**src/rtl/nppc_pkg.sv**
```systemverilog
// Package for the parity and prime classifier.
// Holds widths, the controller state type and the command and status structs.
// Used by nppc_ctrl, nppc_dp and number_parity_prime_classifier.
package nppc_pkg;

  localparam int VALUE_BITS = 16;
  localparam int DIV_BITS   = VALUE_BITS / 2 + 2;
  localparam int SQ_BITS    = VALUE_BITS + 2;
  localparam int CNT_BITS   = $clog2(VALUE_BITS);

  localparam logic [CNT_BITS-1:0] CNT_LAST = CNT_BITS'(VALUE_BITS - 1);
  localparam logic [DIV_BITS-1:0] DIV_FIRST = DIV_BITS'(3);
  localparam logic [SQ_BITS-1:0]  SQ_FIRST  = SQ_BITS'(9);

  typedef enum logic [1:0] {
    ST_IDLE,
    ST_CHECK,
    ST_DIV,
    ST_TEST
  } state_t;

  typedef struct packed {
    logic load;
    logic div_start;
    logic div_step;
    logic next_div;
    logic finish;
    logic prime;
  } cmd_t;

  typedef struct packed {
    logic below_two;
    logic is_two;
    logic even;
    logic sq_over;
    logic div_last;
    logic rem_zero;
  } status_t;

endpackage

```
**src/rtl/nppc_ctrl.sv**
```systemverilog
// Controller state machine for the parity and prime classifier.
// Sequences trial divisors and division steps; depends on nppc_pkg.
module nppc_ctrl (
  input  logic             clk,
  input  logic             rst_n,
  input  logic             start,
  output logic             busy,
  input  nppc_pkg::status_t status,
  output nppc_pkg::cmd_t    cmd
);
  import nppc_pkg::*;

  state_t state_r;
  state_t state_nxt;

  always_ff @(posedge clk) begin
    if (!rst_n) begin
      state_r <= ST_IDLE;
    end else begin
      state_r <= state_nxt;
    end
  end

  always_comb begin
    state_nxt = state_r;
    cmd       = '0;
    busy      = (state_r != ST_IDLE);
    case (state_r)
      ST_IDLE: begin
        if (start) begin
          cmd.load  = 1'b1;
          state_nxt = ST_CHECK;
        end
      end
      ST_CHECK: begin
        if (status.below_two || status.is_two || status.even) begin
          cmd.finish = 1'b1;
          cmd.prime  = status.is_two;
          state_nxt  = ST_IDLE;
        end else if (status.sq_over) begin
          cmd.finish = 1'b1;
          cmd.prime  = 1'b1;
          state_nxt  = ST_IDLE;
        end else begin
          cmd.div_start = 1'b1;
          state_nxt     = ST_DIV;
        end
      end
      ST_DIV: begin
        cmd.div_step = 1'b1;
        if (status.div_last) begin
          state_nxt = ST_TEST;
        end
      end
      ST_TEST: begin
        if (status.rem_zero) begin
          cmd.finish = 1'b1;
          cmd.prime  = 1'b0;
          state_nxt  = ST_IDLE;
        end else begin
          cmd.next_div = 1'b1;
          state_nxt    = ST_CHECK;
        end
      end
      default: begin
        state_nxt = ST_IDLE;
      end
    endcase
  end

endmodule

```
**src/rtl/nppc_dp.sv**
```systemverilog
// Datapath for the parity and prime classifier.
// Holds the word, the trial divisor, its square and a bit-serial remainder unit.
// Depends on nppc_pkg.
module nppc_dp (
  input  logic                           clk,
  input  logic                           rst_n,
  input  logic [nppc_pkg::VALUE_BITS-1:0] in_value,
  input  nppc_pkg::cmd_t                  cmd,
  output nppc_pkg::status_t               status,
  output logic                           out_valid,
  output logic                           out_is_even,
  output logic                           out_is_odd,
  output logic                           out_is_prime
);
  import nppc_pkg::*;

  logic [VALUE_BITS-1:0] n_r;
  logic [VALUE_BITS-1:0] sh_r;
  logic [DIV_BITS-1:0]   d_r;
  logic [SQ_BITS-1:0]    sq_r;
  logic [DIV_BITS-1:0]   rem_r;
  logic [DIV_BITS-1:0]   rem_nxt;
  logic [DIV_BITS:0]     trial;
  logic [CNT_BITS-1:0]   cnt_r;
  logic                  valid_r;
  logic                  even_r;
  logic                  odd_r;
  logic                  prime_r;

  assign trial = {rem_r, sh_r[VALUE_BITS-1]};

  always_comb begin
    if (trial >= {1'b0, d_r}) begin
      rem_nxt = DIV_BITS'(trial - {1'b0, d_r});
    end else begin
      rem_nxt = trial[DIV_BITS-1:0];
    end
  end

  always_ff @(posedge clk) begin
    if (cmd.load) begin
      n_r  <= in_value;
      d_r  <= DIV_FIRST;
      sq_r <= SQ_FIRST;
    end else if (cmd.next_div) begin
      d_r  <= d_r + DIV_BITS'(2);
      sq_r <= sq_r + SQ_BITS'({d_r, 2'b00}) + SQ_BITS'(4);
    end
    if (cmd.div_start) begin
      rem_r <= '0;
      sh_r  <= n_r;
      cnt_r <= '0;
    end else if (cmd.div_step) begin
      rem_r <= rem_nxt;
      sh_r  <= {sh_r[VALUE_BITS-2:0], 1'b0};
      cnt_r <= cnt_r + CNT_BITS'(1);
    end
    if (cmd.finish) begin
      even_r  <= ~n_r[0];
      odd_r   <= n_r[0];
      prime_r <= cmd.prime;
    end
  end

  always_ff @(posedge clk) begin
    if (!rst_n) begin
      valid_r <= 1'b0;
    end else begin
      valid_r <= cmd.finish;
    end
  end

  assign status.below_two = (n_r < VALUE_BITS'(2));
  assign status.is_two    = (n_r == VALUE_BITS'(2));
  assign status.even      = ~n_r[0];
  assign status.sq_over   = (sq_r > SQ_BITS'(n_r));
  assign status.div_last  = (cnt_r == CNT_LAST);
  assign status.rem_zero  = (rem_r == '0);

  assign out_valid    = valid_r;
  assign out_is_even  = even_r;
  assign out_is_odd   = odd_r;
  assign out_is_prime = prime_r;

endmodule

```
**src/rtl/number_parity_prime_classifier.sv**
```systemverilog
// Top level of the parity and prime classifier; instantiates nppc_ctrl and nppc_dp.
// Words 0, 1, 2 and even words are classified by the check alone; an odd word is divided
// by each odd trial divisor d with d*d <= word, stopping early when a divisor is found.
// One word at a time: the next start is taken in the cycle the result strobes.
// Reset is synchronous, active low, and clears the state machine and the strobe.
// The result is on the out_ ports for one cycle and the receiver cannot stall.
module number_parity_prime_classifier (
  input  logic                           clk,
  input  logic                           rst_n,
  input  logic                           start,
  output logic                           busy,
  input  logic [nppc_pkg::VALUE_BITS-1:0] in_value,
  output logic                           out_valid,
  output logic                           out_is_even,
  output logic                           out_is_odd,
  output logic                           out_is_prime
);
  import nppc_pkg::*;

  cmd_t    cmd;
  status_t status;

  nppc_ctrl u_ctrl (
    .clk    (clk),
    .rst_n  (rst_n),
    .start  (start),
    .busy   (busy),
    .status (status),
    .cmd    (cmd)
  );

  nppc_dp u_dp (
    .clk          (clk),
    .rst_n        (rst_n),
    .in_value     (in_value),
    .cmd          (cmd),
    .status       (status),
    .out_valid    (out_valid),
    .out_is_even  (out_is_even),
    .out_is_odd   (out_is_odd),
    .out_is_prime (out_is_prime)
  );

  a_parity_onehot: assert property (@(posedge clk) disable iff (!rst_n)
    out_valid |-> $onehot({out_is_even, out_is_odd}))
    else $error("parity flags not exclusive");

  a_start_busy: assert property (@(posedge clk) disable iff (!rst_n)
    (start && !busy) |=> busy)
    else $error("accepted word did not raise busy");

  a_strobe_single: assert property (@(posedge clk) disable iff (!rst_n)
    out_valid |=> !out_valid)
    else $error("result strobe longer than one cycle");

  a_even_prime: assert property (@(posedge clk) disable iff (!rst_n)
    (out_valid && out_is_prime) |-> (out_is_odd || out_is_even))
    else $error("prime result without parity");

endmodule

```
**config.mk**
```make
export PLATFORM = sky130hd
export DESIGN_NAME = number_parity_prime_classifier
export DESIGN_NICKNAME = d
export VERILOG_FILES = /design/src/rtl/nppc_pkg.sv /design/src/rtl/nppc_ctrl.sv /design/src/rtl/nppc_dp.sv /design/src/rtl/number_parity_prime_classifier.sv
export SDC_FILE = /design/constraint.sdc
export NUM_CORES = 1
export LEC_CHECK = 0
export CAP_MARGIN = 20
export CORE_MARGIN = 3
export CORE_UTILIZATION = 27
export CTS_CLUSTER_SIZE = 25
export DETAILED_ROUTE_END_ITERATION = 7
export DONT_BUFFER_PORTS = 1
export PLACE_DENSITY_LB_ADDON = 0.1
export SYNTH_ARGS = -nofsm -noshare
export SYNTH_HDL_FRONTEND = slang
export SYNTH_SLANG_ARGS = --single-unit
```
**constraint.sdc**
```tcl
create_clock -name clk -period 3 [get_ports clk]
set_input_delay 0.15 -clock clk [delete_from_list [all_inputs] [get_ports clk]]
set_output_delay 0.15 -clock clk [all_outputs]
set_load 0.02 [all_outputs]
```
==> key figures <==
Setup path
  • Crit path from: u_dp.n_r[5]
  • CP Data Required Time: just over 3 ns
  • Worst flop-to-flop path endpoint: u_dp.sh_r[6]
  • Critical Path Sink Type: flip-flop
  • Cell family with most CP delay: simple AND/OR/NAND/NOR gates
  • Setup slack, reg-to-reg: 0.23 ns
  • CP Data Arrival Time: ~2.9 ns
  • Worst setup endpoint: u_dp.sh_r[6]
  • Setup crit start kind: flip-flop
  • Crit-path cells: inv_1 > ha_1 > nand3_1 > or4_1 > mux2i_1 > a31oi_1 > nor3_4 > buf_12 > mux2_2
  • Worst Reg-to-Reg Cells: 9
  • CP max-delay cell: or4_1
  • Worst path bufs/invs: 2
  • Slowest stage delay, CP: 0.51 ns
  • Crit path kind: reg -> reg
  • CP max FO: 13
  • WP depth: 9
  • RR Startpoint: u_dp.n_r[5]

STA
  • Final setup fails: 0
  • Max-slew headroom: 53.91%
  • Slew @ Worst Pin: 0.6827 ns
  • F_max: 360.6 MHz
  • Clk_skew: 0.006597 ns
  • Tcrit/Tclk final: 92.44%
  • Final Hold Viols: 0
  • Tmin final: between 2 and 3 ns
  • Total Neg Setup Slack: 0 ns
  • RSZ-0062 raised after global routing: no
  • Slew Limit Fails: 0

Placement
  • Area after DPL: 4574 µm²
  • Port Buffers: 0
  • Post-DP HPWL: 7366 µm
  • Final GP Congestion: 0.7377

Synthesis
  • Post-synthesis mux area share: under 10%
  • Mean area per synthesized cell: roughly 10 µm²
  • Register area share after synthesis: 44.05%
  • Yosys Warn Count: 0
  • Post-Synthesis Cells: ~420
  • Number of synthesized register bits: 76
  • Post-synth EDFFs: 35
  • Post-synthesis cell type count: 52
  • Synthesized area: 4249 µm²
  • Largest family of logic cells by synthesized area: simple AND/OR/NAND/NOR gates
  • Xor/xnor cell area share of the yosys netlist: 4.329%
  • Post-Syn Nets: between 400 and 500
  • Post-synthesis adder-cell area fraction: 13.60%
  • Post-Synth Simple-Gate Area: between 10 and 15%
  • Post-synthesis async set-or-reset flop share: 0%
  • Synth Area in Compound Gates: 13.72%
  • Top FF cell, synth: dfxtp_1

Route
  • First-pass DRT Iterations: 4
  • Initial DRC count: 160
  • Antenna-violating nets left: 0
  • Via count: roughly 3100
  • Final Routed Wirelength: around 9700 µm
  • Routed wire per std cell: 14.49 µm
  • # DRC: 0
  • Vias per cell: 4.656

Pwr
  • Leakage: 2.052 nW
  • Power per Cell Area: 705.0 nW/µm²
  • Pwr Total: 3.596 mW
  • Maximum VDD drop: 311.2 µV

Global routing
  • Grt ovf: 0
  • Largest net degree at the start of global routing: 22
  • GRT Total Usage: 11.81%
  • Vias in the first global route: 3075
  • First-pass GRT wire length: 16090 µm
  • Antenna violations before repair: 0

Layout
  • Design area: roughly 5000 µm²
  • Layout area overhead: 20.05%
  • Most frequent cells in the layout: 45 x nand2_1, 43 x ha_1, 41 x dfxtp_1
  • Nets@finish: 517
  • Finished Core Util: 33.31%
  • # diodes: 0
  • Share of cells above drive strength 1: 10.04%
  • Most common cell after layout, fill and taps aside: nand2_1

Die
  • Die height: 131.5 µm
  • DIE AREA: between 15000 and 20000 µm²
  • Cell row count: 45
  • Starting Density: 27.75%
  • Core ar.: 15310 µm²
  • Die X: 131.5 µm
  • IO Pins: 24

CTS
  • Root Buffer: clkbuf_16
  • Post-CTS setup buffers: 0
  • Clk sinks: 76
  • Skew-Pair Late Insertion Delay: between 0.3 and 0.4 ns
  • CTS H-Tree Depth: 3
  • Post-CTS resize count: 0
  • Clk buf depth: 2
  • Worst-path clk slew: 0.06 ns
  • CTS tree: done
  • Num CTS Buffers: 9

Run
  • Max-cap violations: 0

Status
  • Status: finished clean

Worst hold path
  • HP Class: in -> reg
[report_power, final]
part	switching [mW]	internal [mW]	total [mW]	leakage [nW]
clock network	0.458	0.803	1.26	0.175
logic	0.565	0.477	1.04	1.22
registers	0.0987	1.19	1.29	0.662
[flip-flops by register name, summed over array words and instances, names as in the netlist]
signal,count
u_dp.sh_r,16
u_ctrl.state_r,2
u_dp.out_is_odd,1
u_dp.d_r,9
u_dp.out_valid,1
u_dp.rem_r,10
u_dp.n_r,16
u_dp.sq_r,15
u_dp.cnt_r,4
u_dp.out_is_prime,1
u_dp.out_is_even,1
[what timing repair did]
action,in CTS,in global routing
setup endpoints to repair,0,0
hold endpoints to repair,19,0
hold buffers,17,0
[cells in the mapped netlist (2+ instances only)]
master    count  area share (%)
nor4_1        6            0.88
fa_1          2            0.94
and3_1        2            0.29
o211ai_1      9             1.6
ha_1         43              13
nor3b_1       2            0.35
nand2_1      45             4.0
and2_1        2            0.29
inv_1        28             2.5
mux2_2       14             3.7
o31ai_1       6             1.1
a21oi_1      23             2.7
o22ai_1       7             1.0
a21o_1        5            0.88
o21a_1        3            0.53
a31oi_1       4            0.59
nor3_1        9             1.1
mux2i_1      10             2.4
nand3_1       8            0.94
buf_6         2            0.53
dfxtp_1      41              19
o21ai_0      17             2.0
nor2b_1       2            0.29
nand4_1       9             1.3
o31a_1        2            0.41
nand2b_1      6            0.88
nor2_1       25             2.2
a211oi_1      6             1.1
buf_2         3            0.35
clkbuf_1      4            0.35
or4_1         2            0.35
xor2_1        6             1.2
xnor2_1      15             3.1
edfxtp_1     35              25
[through the flow]
stage                     setup slack (ns)  cells  hold slack (ns)
after floorplan                     0.2535    421           0.2489
after global placement              0.2701    636           0.2489
after detailed placement            0.2364    636           0.2489
after CTS                           0.2236    669          0.07644
after global routing               0.05997    669           0.1194
final                               0.2269    669          0.08924
[worst min path at each step]
stage / start / depth (start not counted) / to / slack, ns
6_report: start / 3 / u_ctrl.state_r[0] / 0.09
3_3_place_gp: in_value[8] / 0 / u_dp.n_r[8] / 0.25
4_1_cts: start / 3 / u_ctrl.state_r[0] / 0.08
2_1_floorplan: in_value[0] / 0 / u_dp.n_r[0] / 0.25
3_5_place_dp: in_value[13] / 0 / u_dp.n_r[13] / 0.25
5_1_grt: start / 3 / u_ctrl.state_r[0] / 0.12
[layer usage]
layer | wire [µm] | global-route usage [%]
met5 | 0 | 0
met4 | 162 | 4.726
met3 | 243 | 2.910
met2 | 4266 | 17.68
met1 | 5024 | 16.36
[tightest hold or removal path: cells and delay by family]
kind,cells,cell delay [ns]
compound gates,2,0.22
simple gates,1,0.04
[kinds of logic after synthesis]
group,Yosys count
adders and majority gates,45
AOI/OAI and AO/OA,91
muxes,25
DFF,76
and+or+nand+nor,124
buffers and inverters,39
xor gates and xnor gates,21
[final cells by class]
type / instances / area [µm²]
Tap cell: 211 / 264.0
Fill cell: 1572 / 10210
Multi-Input combinational cell: 306 / 2212
Inverter: 29 / 108.9
Clock buffer: 12 / 300.3
Timing Repair Buffer: 31 / 287.8
Sequential cell: 76 / 1872
Clock inverter: 4 / 56.30
Note: power is estimated with default switching activity, not from simulation.
